## src/rtl/cfr_pkg.sv

```systemverilog
// ----------------------------------------------------------------------------
// cfr_pkg
// Shared types and constants of the command frame receiver: frame state,
// result record, item kinds, status codes and frame layout positions.
// ----------------------------------------------------------------------------
package cfr_pkg;

  localparam int TIMER_WIDTH_DEF = 16;
  localparam int TIMEOUT_W       = 16;
  localparam int IDX_W           = 7;
  localparam int LEN_W           = 6;
  localparam int STATUS_W        = 2;

  // item kinds
  localparam logic CMD_BYTE = 1'b0;
  localparam logic CMD_TICK = 1'b1;

  // frame status
  localparam logic [STATUS_W-1:0] ST_OK        = 2'd0;
  localparam logic [STATUS_W-1:0] ST_CKSUM_ERR = 2'd1;
  localparam logic [STATUS_W-1:0] ST_TIMEOUT   = 2'd2;

  // frame positions
  localparam logic [IDX_W-1:0] IDX_IDLE  = 7'd0;
  localparam logic [IDX_W-1:0] IDX_CODE  = 7'd1;
  localparam logic [IDX_W-1:0] IDX_CKSUM = 7'd2;
  localparam logic [IDX_W-1:0] IDX_MAX   = 7'd65;

  // code byte layout
  localparam int CODE_CKSUM_BIT = 7;

  typedef struct packed {
    logic [IDX_W-1:0] byte_index;
    logic [7:0]       held_command;
    logic [7:0]       held_code;
    logic [7:0]       received_checksum;
    logic [7:0]       running_sum;
  } frame_state_t;

  typedef struct packed {
    logic                payload_valid;
    logic [7:0]          payload_byte;
    logic                frame_end;
    logic [STATUS_W-1:0] status;
    logic [7:0]          command_code;
    logic [LEN_W-1:0]    payload_length;
    logic                checksum_used;
    logic [7:0]          computed_checksum;
  } frame_result_t;

  function automatic logic [7:0] eac_add(input logic [7:0] a, input logic [7:0] b);
    logic [8:0] s;
    s = {1'b0, a} + {1'b0, b};
    return s[7:0] + {7'd0, s[8]};
  endfunction

endpackage

```

## src/rtl/cfr_frame_step.sv

```systemverilog
// ----------------------------------------------------------------------------
// cfr_frame_step
// Next-state and result logic for one byte or tick of the frame receiver.
// ----------------------------------------------------------------------------
module cfr_frame_step #(
  parameter int TIMER_WIDTH = cfr_pkg::TIMER_WIDTH_DEF
) (
  input  cfr_pkg::frame_state_t           state,
  input  logic [TIMER_WIDTH-1:0]          idle_ticks,
  input  logic [cfr_pkg::TIMEOUT_W-1:0]   receive_timeout,
  input  logic                            command,
  input  logic [7:0]                      rx_byte,
  output cfr_pkg::frame_state_t           state_nxt,
  output logic [TIMER_WIDTH-1:0]          idle_ticks_nxt,
  output logic                            emit,
  output cfr_pkg::frame_result_t          result
);

  localparam int CMP_W = (TIMER_WIDTH > cfr_pkg::TIMEOUT_W) ? TIMER_WIDTH : cfr_pkg::TIMEOUT_W;

  logic [TIMER_WIDTH-1:0] idle_inc;
  logic                   timed_out;
  logic                   used;
  logic [cfr_pkg::LEN_W-1:0] len;
  logic [7:0]             first_payload;
  logic [7:0]             sum_payload;
  logic                   last_payload;
  logic                   do_close;
  logic [7:0]             close_sum;
  logic [7:0]             close_code;
  logic [7:0]             close_rx_ck;
  logic [7:0]             ck;

  assign idle_inc  = (&idle_ticks) ? idle_ticks : idle_ticks + 1'b1;
  assign timed_out = (receive_timeout != '0) &&
                     (CMP_W'(idle_inc) > CMP_W'(receive_timeout));

  assign used          = state.held_code[cfr_pkg::CODE_CKSUM_BIT];
  assign len           = state.held_code[cfr_pkg::LEN_W-1:0];
  assign first_payload = used ? 8'd3 : 8'd2;
  assign sum_payload   = cfr_pkg::eac_add(state.running_sum, rx_byte);
  assign last_payload  = ({1'b0, state.byte_index} + 8'd1) >= (first_payload + {2'd0, len});

  assign ck = ~close_sum;

  always_comb begin
    state_nxt      = state;
    idle_ticks_nxt = idle_ticks;
    emit           = 1'b0;
    result         = '0;
    do_close       = 1'b0;
    close_sum      = state.running_sum;
    close_code     = state.held_code;
    close_rx_ck    = state.received_checksum;

    if (command == cfr_pkg::CMD_TICK) begin
      if (state.byte_index != cfr_pkg::IDX_IDLE) begin
        if (timed_out) begin
          emit                  = 1'b1;
          result.frame_end      = 1'b1;
          result.status         = cfr_pkg::ST_TIMEOUT;
          result.command_code   = state.held_command;
          if (state.byte_index >= cfr_pkg::IDX_CKSUM) begin
            result.payload_length = len;
            result.checksum_used  = used;
          end
          state_nxt.byte_index = cfr_pkg::IDX_IDLE;
          idle_ticks_nxt       = '0;
        end else begin
          idle_ticks_nxt = idle_inc;
        end
      end
    end else begin
      idle_ticks_nxt = '0;
      if (state.byte_index == cfr_pkg::IDX_IDLE) begin
        state_nxt.held_command = rx_byte;
        state_nxt.byte_index   = cfr_pkg::IDX_CODE;
      end else if (state.byte_index == cfr_pkg::IDX_CODE) begin
        state_nxt.held_code   = rx_byte;
        state_nxt.running_sum = cfr_pkg::eac_add(state.held_command, rx_byte);
        state_nxt.byte_index  = cfr_pkg::IDX_CKSUM;
        close_code            = rx_byte;
        close_sum             = state_nxt.running_sum;
        do_close = !rx_byte[cfr_pkg::CODE_CKSUM_BIT] && (rx_byte[cfr_pkg::LEN_W-1:0] == '0);
      end else if (used && state.byte_index == cfr_pkg::IDX_CKSUM) begin
        state_nxt.received_checksum = rx_byte;
        state_nxt.byte_index        = state.byte_index + 1'b1;
        close_rx_ck                 = rx_byte;
        do_close                    = (len == '0);
      end else begin
        state_nxt.running_sum = sum_payload;
        close_sum             = sum_payload;
        emit                  = 1'b1;
        result.payload_valid  = 1'b1;
        result.payload_byte   = rx_byte;
        do_close              = last_payload;
        state_nxt.byte_index  = state.byte_index + 1'b1;
      end

      if (do_close) begin
        emit                     = 1'b1;
        result.frame_end         = 1'b1;
        result.status            = (close_code[cfr_pkg::CODE_CKSUM_BIT] && ck != close_rx_ck) ?
                                   cfr_pkg::ST_CKSUM_ERR : cfr_pkg::ST_OK;
        result.command_code      = state.held_command;
        result.payload_length    = close_code[cfr_pkg::LEN_W-1:0];
        result.checksum_used     = close_code[cfr_pkg::CODE_CKSUM_BIT];
        result.computed_checksum = ck;
        state_nxt.byte_index     = cfr_pkg::IDX_IDLE;
      end
    end
  end

endmodule

```

## src/rtl/command_frame_receiver_core.sv

```systemverilog
// ----------------------------------------------------------------------------
// command_frame_receiver_core
// Command frame receiver: command byte, code byte, optional ones' complement
// checksum byte and payload; payload bytes forwarded, frame end reported
// with status; ticks time out a partial frame.
//
//   channel | direction | handshake            | payload
//   --------+-----------+----------------------+-------------------------------
//   in_     | input     | in_valid / in_ready  | command, rx_byte
//   out_    | output    | out_valid / out_ready| payload, frame end and status
//   cfg_    | input     | cfg_valid / cfg_ready| receive_timeout (16 bits)
//
// one item per cycle while out_ready does not stall a result: an input register
// feeds the step logic, whose result is registered in an output register
// items without a result retire without waiting on the output side
// out_ready low stalls only items that produce a result
// synchronous active-low reset clears frame state, timer and timeout register
// ----------------------------------------------------------------------------
module command_frame_receiver_core #(
  parameter int TIMER_WIDTH = cfr_pkg::TIMER_WIDTH_DEF
) (
  input  logic                              clk,
  input  logic                              rst_n,
  input  logic                              in_valid,
  output logic                              in_ready,
  input  logic                              in_command,
  input  logic [7:0]                        in_rx_byte,
  output logic                              out_valid,
  input  logic                              out_ready,
  output logic                              out_payload_valid,
  output logic [7:0]                        out_payload_byte,
  output logic                              out_frame_end,
  output logic [cfr_pkg::STATUS_W-1:0]      out_status,
  output logic [7:0]                        out_command_code,
  output logic [cfr_pkg::LEN_W-1:0]         out_payload_length,
  output logic                              out_checksum_used,
  output logic [7:0]                        out_computed_checksum,
  input  logic                              cfg_valid,
  output logic                              cfg_ready,
  input  logic [cfr_pkg::TIMEOUT_W-1:0]     cfg_wdata
);

  cfr_pkg::frame_state_t           state_r;
  cfr_pkg::frame_state_t           state_nxt;
  logic [TIMER_WIDTH-1:0]          idle_ticks_r;
  logic [TIMER_WIDTH-1:0]          idle_ticks_nxt;
  logic [cfr_pkg::TIMEOUT_W-1:0]   timeout_r;
  logic                            in_valid_r;
  logic                            in_command_r;
  logic [7:0]                      in_rx_byte_r;
  logic                            out_valid_r;
  cfr_pkg::frame_result_t          out_res_r;
  cfr_pkg::frame_result_t          res;
  logic                            emit;
  logic                            out_free;
  logic                            advance;

  cfr_frame_step #(
    .TIMER_WIDTH(TIMER_WIDTH)
  ) u_step (
    .state           (state_r),
    .idle_ticks      (idle_ticks_r),
    .receive_timeout (timeout_r),
    .command         (in_command_r),
    .rx_byte         (in_rx_byte_r),
    .state_nxt       (state_nxt),
    .idle_ticks_nxt  (idle_ticks_nxt),
    .emit            (emit),
    .result          (res)
  );

  assign out_free  = !out_valid_r || out_ready;
  assign advance   = in_valid_r && (!emit || out_free);
  assign in_ready  = !in_valid_r || advance;
  assign cfg_ready = 1'b1;

  always_ff @(posedge clk) begin
    if (!rst_n) begin
      state_r      <= '0;
      idle_ticks_r <= '0;
      timeout_r    <= '0;
      in_valid_r   <= 1'b0;
      out_valid_r  <= 1'b0;
    end else begin
      if (cfg_valid && cfg_ready) begin
        timeout_r <= cfg_wdata;
      end
      if (advance) begin
        state_r      <= state_nxt;
        idle_ticks_r <= idle_ticks_nxt;
      end
      if (in_ready) begin
        in_valid_r <= in_valid;
      end
      if (out_free) begin
        out_valid_r <= advance && emit;
      end
    end
  end

  // payload registers
  always_ff @(posedge clk) begin
    if (in_valid && in_ready) begin
      in_command_r <= in_command;
      in_rx_byte_r <= in_rx_byte;
    end
    if (advance && emit && out_free) begin
      out_res_r <= res;
    end
  end

  assign out_valid             = out_valid_r;
  assign out_payload_valid     = out_res_r.payload_valid;
  assign out_payload_byte      = out_res_r.payload_byte;
  assign out_frame_end         = out_res_r.frame_end;
  assign out_status            = out_res_r.status;
  assign out_command_code      = out_res_r.command_code;
  assign out_payload_length    = out_res_r.payload_length;
  assign out_checksum_used     = out_res_r.checksum_used;
  assign out_computed_checksum = out_res_r.computed_checksum;

  a_idle_timer_closed: assert property (@(posedge clk) disable iff (!rst_n)
    (state_r.byte_index == cfr_pkg::IDX_IDLE) |-> (idle_ticks_r == '0))
    else $error("timer running with no open frame");

  a_index_range: assert property (@(posedge clk) disable iff (!rst_n)
    state_r.byte_index <= cfr_pkg::IDX_MAX)
    else $error("frame position out of range");

  a_timeout_shape: assert property (@(posedge clk) disable iff (!rst_n)
    (out_valid && out_status == cfr_pkg::ST_TIMEOUT) |->
      (out_frame_end && !out_payload_valid && out_computed_checksum == 8'd0))
    else $error("malformed timeout result");

  a_status_only_at_end: assert property (@(posedge clk) disable iff (!rst_n)
    (out_valid && !out_frame_end) |-> (out_status == cfr_pkg::ST_OK && out_payload_valid))
    else $error("status without frame end");

endmodule

```

## config.mk

```make
export PLATFORM = sky130hd
export DESIGN_NAME = command_frame_receiver_core
export DESIGN_NICKNAME = d
export VERILOG_FILES = /design/src/rtl/cfr_pkg.sv /design/src/rtl/cfr_frame_step.sv /design/src/rtl/command_frame_receiver_core.sv
export SDC_FILE = /design/constraint.sdc
export NUM_CORES = 1
export LEC_CHECK = 0
export BUFFER_PORTS_ARGS = -buffer_cell sky130_fd_sc_hd__buf_2
export CAP_MARGIN = 5
export CELL_PAD_IN_SITES_DETAIL_PLACEMENT = 1
export CELL_PAD_IN_SITES_GLOBAL_PLACEMENT = 2
export CORE_ASPECT_RATIO = 0.75
export CORE_MARGIN = 3
export CORE_UTILIZATION = 38
export CTS_CLUSTER_SIZE = 16
export DETAILED_ROUTE_END_ITERATION = 10
export PLACE_DENSITY = 0.9
export SKIP_LAST_GASP = 1
export SYNTH_ARGS = -nofsm -noshare
export SYNTH_HDL_FRONTEND = slang
export SYNTH_SLANG_ARGS = --single-unit
```

## constraint.sdc

```tcl
create_clock -name clk -period 7.3 [get_ports clk]
set_input_delay 1.825 -clock clk [delete_from_list [all_inputs] [get_ports clk]]
set_output_delay 1.825 -clock clk [all_outputs]
set_load 0.01 [all_outputs]
```

==> flow_summary.toml, run 1 <==
[status]
status = "complete, no violations"

[route]
wl_per_cell_um = 20.0
drtIter0Drc = 505
postRouteAntennaNets = 0
drtPass1Iterations = 5
wl_um = 21900
vias_per_cell = 5.65
drc = 0
vias = 6193

[global_routing]
grtUsageTotal = 0.216
antenna_found_initial = 1
globalRouteOverflowTotal = 0
grt_max_degree = 66
first_global_vias = 5991
grt_pass1_wl_um = 34500

[power_and_ir_drop]
power_switching_mw = 0.476
pwr-share-seq = 0.411
peakVddDrop_mv = 0.134
clkPwrFrac = 0.493
switching_share = 0.279
p_int_mw = 1.23
power_density_mw_per_mm2 = 206
pwr-share-comb = 0.096
p_leak_nw = 3.39

[timing]
fin_crit_sh = 0.932
setup_viol = 0
rsz0062_at_grt = "false"
max_freq_ghz = 0.147
hold_viol = 0
max_slew_margin = 0.254
finalWorstSetupSlack_ns = 0.495
tns_ns = 0
min_period_ns = 6.80
fin_skew_ns = 0.00888
tightest_slew_ns = 1.12
final_max_slew_viol_count = 0

[floorplanning]
die_w_um = 164
ios = 68
start_util = 0.396
die_y_um = 125
core_mm2 = 0.0181
rows = 42
die-area_mm2 = 0.0205

[finish]
final_core_util = 0.460
nets = 923
stdcell_area_mm2 = 0.00831
register_area_mm2 = 0.00276
multi_input_area_mm2 = 0.00414
antenna_cells = 0
syn2layout_area_growth_pct = 16.0
drive_above_1_share = 0.157
fillers = 2134
fin_cells = 1096

[clock_tree]
clk_path_buf_depth = 2
post-cts-setup-buffers = 0
postCtsHoldBufs = 0
cts_buffers = 17
cts_root_buf = "clkbuf_16"
cts_tree = "yes"
clkTransAtPathRegs_ns = 0.06
cts.sinks = 116
cts_max_level = 4
cts_resized = 0
insertion_delay_ns = 0.43

[synthesis]
synth_warnings = 0
async_flop_share = 0
synth.top_cells.by_area = "dfxtp_1, edfxtp_1, ha_1"
yosys-top-cells-count = "nor2_1, dfxtp_1, a21oi_1, ha_1, edfxtp_1"
ys_ff_latch = 116
yosys.area.top_type = "dfxtp_1"
synth_edf_count = 44
seq_area_frac_synth = 0.386
syn_area_mm2 = 0.00716
netlist_instances = 776
synth_top_area_frac = 0.201
synth_cell_type_count = 80
avgSynthCellArea_um2 = 9.22
synth_nets = 858
yosysMostFrequentCell = "nor2_1"
synthFlopType = "dfxtp_1"

[setup_path]
start_kind = "register"
r2r_cells = 18
rrSetupSlack_ns = 1.99
worstReg2RegStart = "idle_ticks_r[6]"
cp.arrival_ns = 4.98
required_ns = 5.48
r2r-end = "in_rx_byte_r[6]"
cp-startpoint = "idle_ticks_r[6]"
worst-setup-path-type = "reg2out"
critPathMaxFanout = 8
cp-end-kind = "primary output"

[hold_path]
worst_hold_path.num_cells = 2
hold_end = "idle_ticks_r[11]"
hp-start = "idle_ticks_r[11]"
hold_class = "reg2reg"

[placement]
gp_congestion = 0.851
dp_slack_ns = 1.03
io_buffers = 66
dpl.cell_count = 1064
post_dp_cell_area_mm2 = 0.00772
hpwl_um = 15700

[flow_run]
maxCapViolations = 0
==> layout by cell type, fill, tap and decap left out, types with 12 or more instances in the layout <==
| master | count |
|---|---|
| nand3_1 | 31 |
| edfxtp_1 | 44 |
| nand2_1 | 43 |
| mux2i_1 | 37 |
| buf_2 | 66 |
| ha_1 | 50 |
| nor3_1 | 12 |
| nor2_1 | 81 |
| o21ai_0 | 34 |
| xor2_1 | 20 |
| nor2b_1 | 18 |
| a21oi_1 | 53 |
| and2_1 | 20 |
| xnor2_1 | 20 |
| clkbuf_16 | 17 |
| dfxtp_1 | 72 |
| inv_1 | 36 |
==> critical path, stage by stage, from the launching register on <==
cell      delay, ns
dfxtp_1        0.44
nand4_1        0.18
nor4_1         0.53
nand4_1        0.20
nand2_1        0.23
nor2_1         0.09
and4_1         0.25
xor2_1         0.17
ha_1           0.31
a21o_1         0.17
a21o_1         0.17
a21oi_1        0.14
nor2_1         0.06
nor4bb_1       0.38
a21bo_2        0.33
inv_1          0.10
o21ai_0        0.47
or2_2          0.23
buf_2          0.13
==> area by class of cell <==
| class | count | area share |
|---|---|---|
| Inverter | 37 | 0.0167 |
| Clock buffer | 17 | 0.0512 |
| Clock inverter | 15 | 0.0196 |
| Timing Repair Buffer | 72 | 0.0452 |
| Tap cell | 242 | 0.0365 |
| Multi-Input combinational cell | 597 | 0.498 |
| Sequential cell | 116 | 0.333 |
==> power by group through the flow <==
stage               Clock [mW]  Sequential, mW  Combinational [mW]
finish                   0.843           0.702               0.164
global placement             0           0.715               0.158
detailed placement           0           0.715               0.161
CTS                      0.860           0.701               0.163
floorplan                    0           0.707               0.115
global route             0.888           0.703               0.182
==> stage by stage <==
stage          hold WS [ns]  total power [mW]
4_1_cts               0.478              1.72
3_3_place_gp          0.462             0.872
3_5_place_dp          0.467             0.876
2_1_floorplan         0.449             0.822
6_report              0.476              1.71
5_1_grt               0.503              1.77
==> flip-flops by register name, indices dropped and copies added (netlist names) <==
signal,count
out_computed_checksum,8
out_status,2
state_r,38
in_command_r,1
out_frame_end,1
idle_ticks_r,16
out_valid,1
out_payload_valid,1
out_payload_length,6
out_command_code,8
in_valid_r,1
out_payload_byte,8
in_rx_byte_r,8
out_checksum_used,1
timeout_r,16
==> cell families after synthesis <==
| kind of cell | Yosys count | share of synthesized area |
|---|---|---|
| adders and majority gates | 52 | 0.0930 |
| AOI/OAI and AO/OA | 167 | 0.149 |
| buffers and inverters | 63 | 0.0374 |
| xor gates and xnor gates | 44 | 0.0617 |
| other | 1 | 0.000524 |
| and+or+nand+nor | 293 | 0.216 |
| DFF | 116 | 0.386 |
| muxes | 40 | 0.0565 |
==> worst max-delay path by stage <==
stage               endpoint  slack (ns)  cells after the start
global route        in_ready        0.07                     18
global placement    in_ready        1.17                     18
detailed placement  in_ready        1.03                     18
CTS                 in_ready        0.52                     18
floorplan           in_ready        1.59                     18
finish              in_ready        0.50                     18
==> routing by layer <==
metal / routed length (um) / GRT usage / part of all wire
met1: 11200 / 0.335 / 0.51
met2: 9320 / 0.308 / 0.43
met3: 1160 / 0.0399 / 0.053
met4: 216 / 0.0503 / 0.0099
met5: 0 / 0 / 0
Power figures use the tool's default switching activity.
==> inputs of run 2 (changes only) <==
Settings changed: CORE_ASPECT_RATIO 0.75 to unset.
==> run 2 against run 1 <==
Register-to-register slack better by 0.04 ns. Global-route usage fell by 1.0 points. Critical endpoint unchanged. Routed wire length down 4.0%.
==> flow_summary.toml, run 2 (synthesis results as in run 1) <==
[route]
vias_per_cell = 5.68
drtPass1Iterations = 5
postRouteAntennaNets = 0
drc = 0
wl_per_cell_um = 19.4
drtIter0Drc = 303
wl_um = 21000
vias = 6142

[finish]
top_register = "state_r"
fillers = 2123
drive_above_1_share = 0.157
final_common_cell = "nor2_1"
most-common-layout-cells = "nor2_1, dfxtp_1, buf_2"
syn2layout_area_growth_pct = 16.4
largest_reg_flops = 38
nets = 922
antenna_cells = 0
top_regs = "state_r: 38 flops, idle_ticks_r: 16 flops, timeout_r: 16 flops"

[clock_tree]
cts_buffers = 17
postCtsHoldBufs = 0
cts_max_level = 4
clk_path_buf_depth = 2
insertion_delay_ns = 0.42
cts_tree = "yes"
cts_root_buf = "clkbuf_16"
cts_resized = 0
clkTransAtPathRegs_ns = 0.06
cts.sinks = 116
post-cts-setup-buffers = 0

[hold_path]
hold_class = "reg2reg"
worst_hold_path.num_cells = 2
hold_end = "idle_ticks_r[10]"
hp-start = "idle_ticks_r[10]"

[setup_path]
r2r_cells = 17
worst-setup-path-type = "reg2out"
crit_buf_inv = 2
rrSetupSlack_ns = 2.03
cpLargestDelayFamily = "simple AND/OR/NAND/NOR gates"
start_kind = "register"
r2r-end = "idle_ticks_r[9]"
cp-end-kind = "primary output"
critPathMaxFanout = 8
worstReg2RegStart = "idle_ticks_r[7]"
crit_chain = "nand4_1, nor4_2, nand4_1, nand2_1, nor2_1, and4_1, xor2_1, ha_1, a21o_1, a21o_1, a21oi_1, nor2_1, nor4bb_1, a21bo_2, inv_1, o21ai_1, or2_2, buf_2"
required_ns = 5.48
crit_path_max_incr_delay_ns = 0.43
cp_slowest_cell = "dfxtp_1"
cp.arrival_ns = 4.97

[global_routing]
first_global_vias = 6181
grt_pass1_wl_um = 33100
grtUsageTotal = 0.206
antenna_found_initial = 0
globalRouteOverflowTotal = 0
grt_max_degree = 64

[floorplanning]
die_y_um = 143
die-area_mm2 = 0.0205
die_w_um = 143
ios = 68
core_mm2 = 0.0182
rows = 49
start_util = 0.393

[placement]
hpwl_um = 15400
gp_congestion = 0.852
io_buffers = 66

[timing]
hold_viol = 0
final_max_slew_viol_count = 0
max_freq_ghz = 0.147
tns_ns = 0
rsz0062_at_grt = "false"
min_period_ns = 6.80
fin_skew_ns = 0.0104
tightest_slew_ns = 1.17
setup_viol = 0
fin_crit_sh = 0.931
max_slew_margin = 0.218

[power_and_ir_drop]
power_density_mw_per_mm2 = 212
peakVddDrop_mv = 0.159
power_mw = 1.76
p_leak_nw = 3.41

[flow_run]
maxCapViolations = 0

[status]
status = "complete, no violations"
[run 2: cell types whose count changed in the layout (fill, tap and decap cells not counted)]
cell and delta:
nor4_1 -1, o21ai_1 +1, clkinv_4 +1, nor4_2 +1, inv_8 -5, clkinv_2 +3
inv_6 -2, bufinv_16 +3, o21ai_0 -1, buf_4 -1
[run 2: per-layer routing]
metal | routed length (um) | up-vias | global-route usage
met3 | 515 | 32 | 0.0342
li1 | - | 2944 | -
met5 | 0 | - | 0
met4 | 445 | 0 | 0.0714
met1 | 9960 | 3066 | 0.279
met2 | 10100 | 100 | 0.336
[run 2: how the worst max path moves through the flow]
stage               end       startpoint  slack, ns  cells after the start
6_report       in_ready  idle_ticks_r[7]       0.50                     18
3_5_place_dp   in_ready  idle_ticks_r[6]       0.73                     18
4_1_cts        in_ready  idle_ticks_r[7]       0.25                     18
3_3_place_gp   in_ready  idle_ticks_r[6]       0.94                     18
5_1_grt        in_ready  idle_ticks_r[7]       0.06                     18
2_1_floorplan  in_ready  idle_ticks_r[6]       1.59                     18
[run 2: worst register-to-register path, delay by kind of cell, from the launching register on]
family | cells | cell delay (ns)
simple gates | 10 | 3.25
fa+ha+maj | 1 | 0.30
compound gates | 5 | 1.06
flops | 1 | 0.43
xor+xnor | 1 | 0.15
[run 2: power breakdown]
group | total, mW | switching (mW) | internal (mW) | leakage [nW]
registers | 0.702 | 0.0188 | 0.683 | 1.00
clock network | 0.897 | 0.324 | 0.573 | 0.304
logic | 0.164 | 0.0990 | 0.0651 | 2.10
total | 1.76 | 0.442 | 1.32 | 3.41
[run 2: metrics by stage]
stage	cells	cell area [um^2]	setup WS [ns]	hold WS, ns	utilization
floorplan	776	7160	1.59	0.449	-
global placement	1050	7690	0.939	0.458	0.423
detailed placement	1050	7690	0.732	0.471	0.423
CTS	1082	8320	0.252	0.481	0.457
global route	1082	8330	0.0635	0.504	0.457
finish	1082	8330	0.501	0.477	0.457
[run 2: cell type report]
type	instances	area [um^2]	area share
Timing Repair Buffer	71	368	0.0442
Tap cell	229	287	0.0344
Clock inverter	15	203	0.0243
Sequential cell	116	2760	0.332
Inverter	37	139	0.0167
Multi-Input combinational cell	597	4150	0.498
Clock buffer	17	425	0.0511
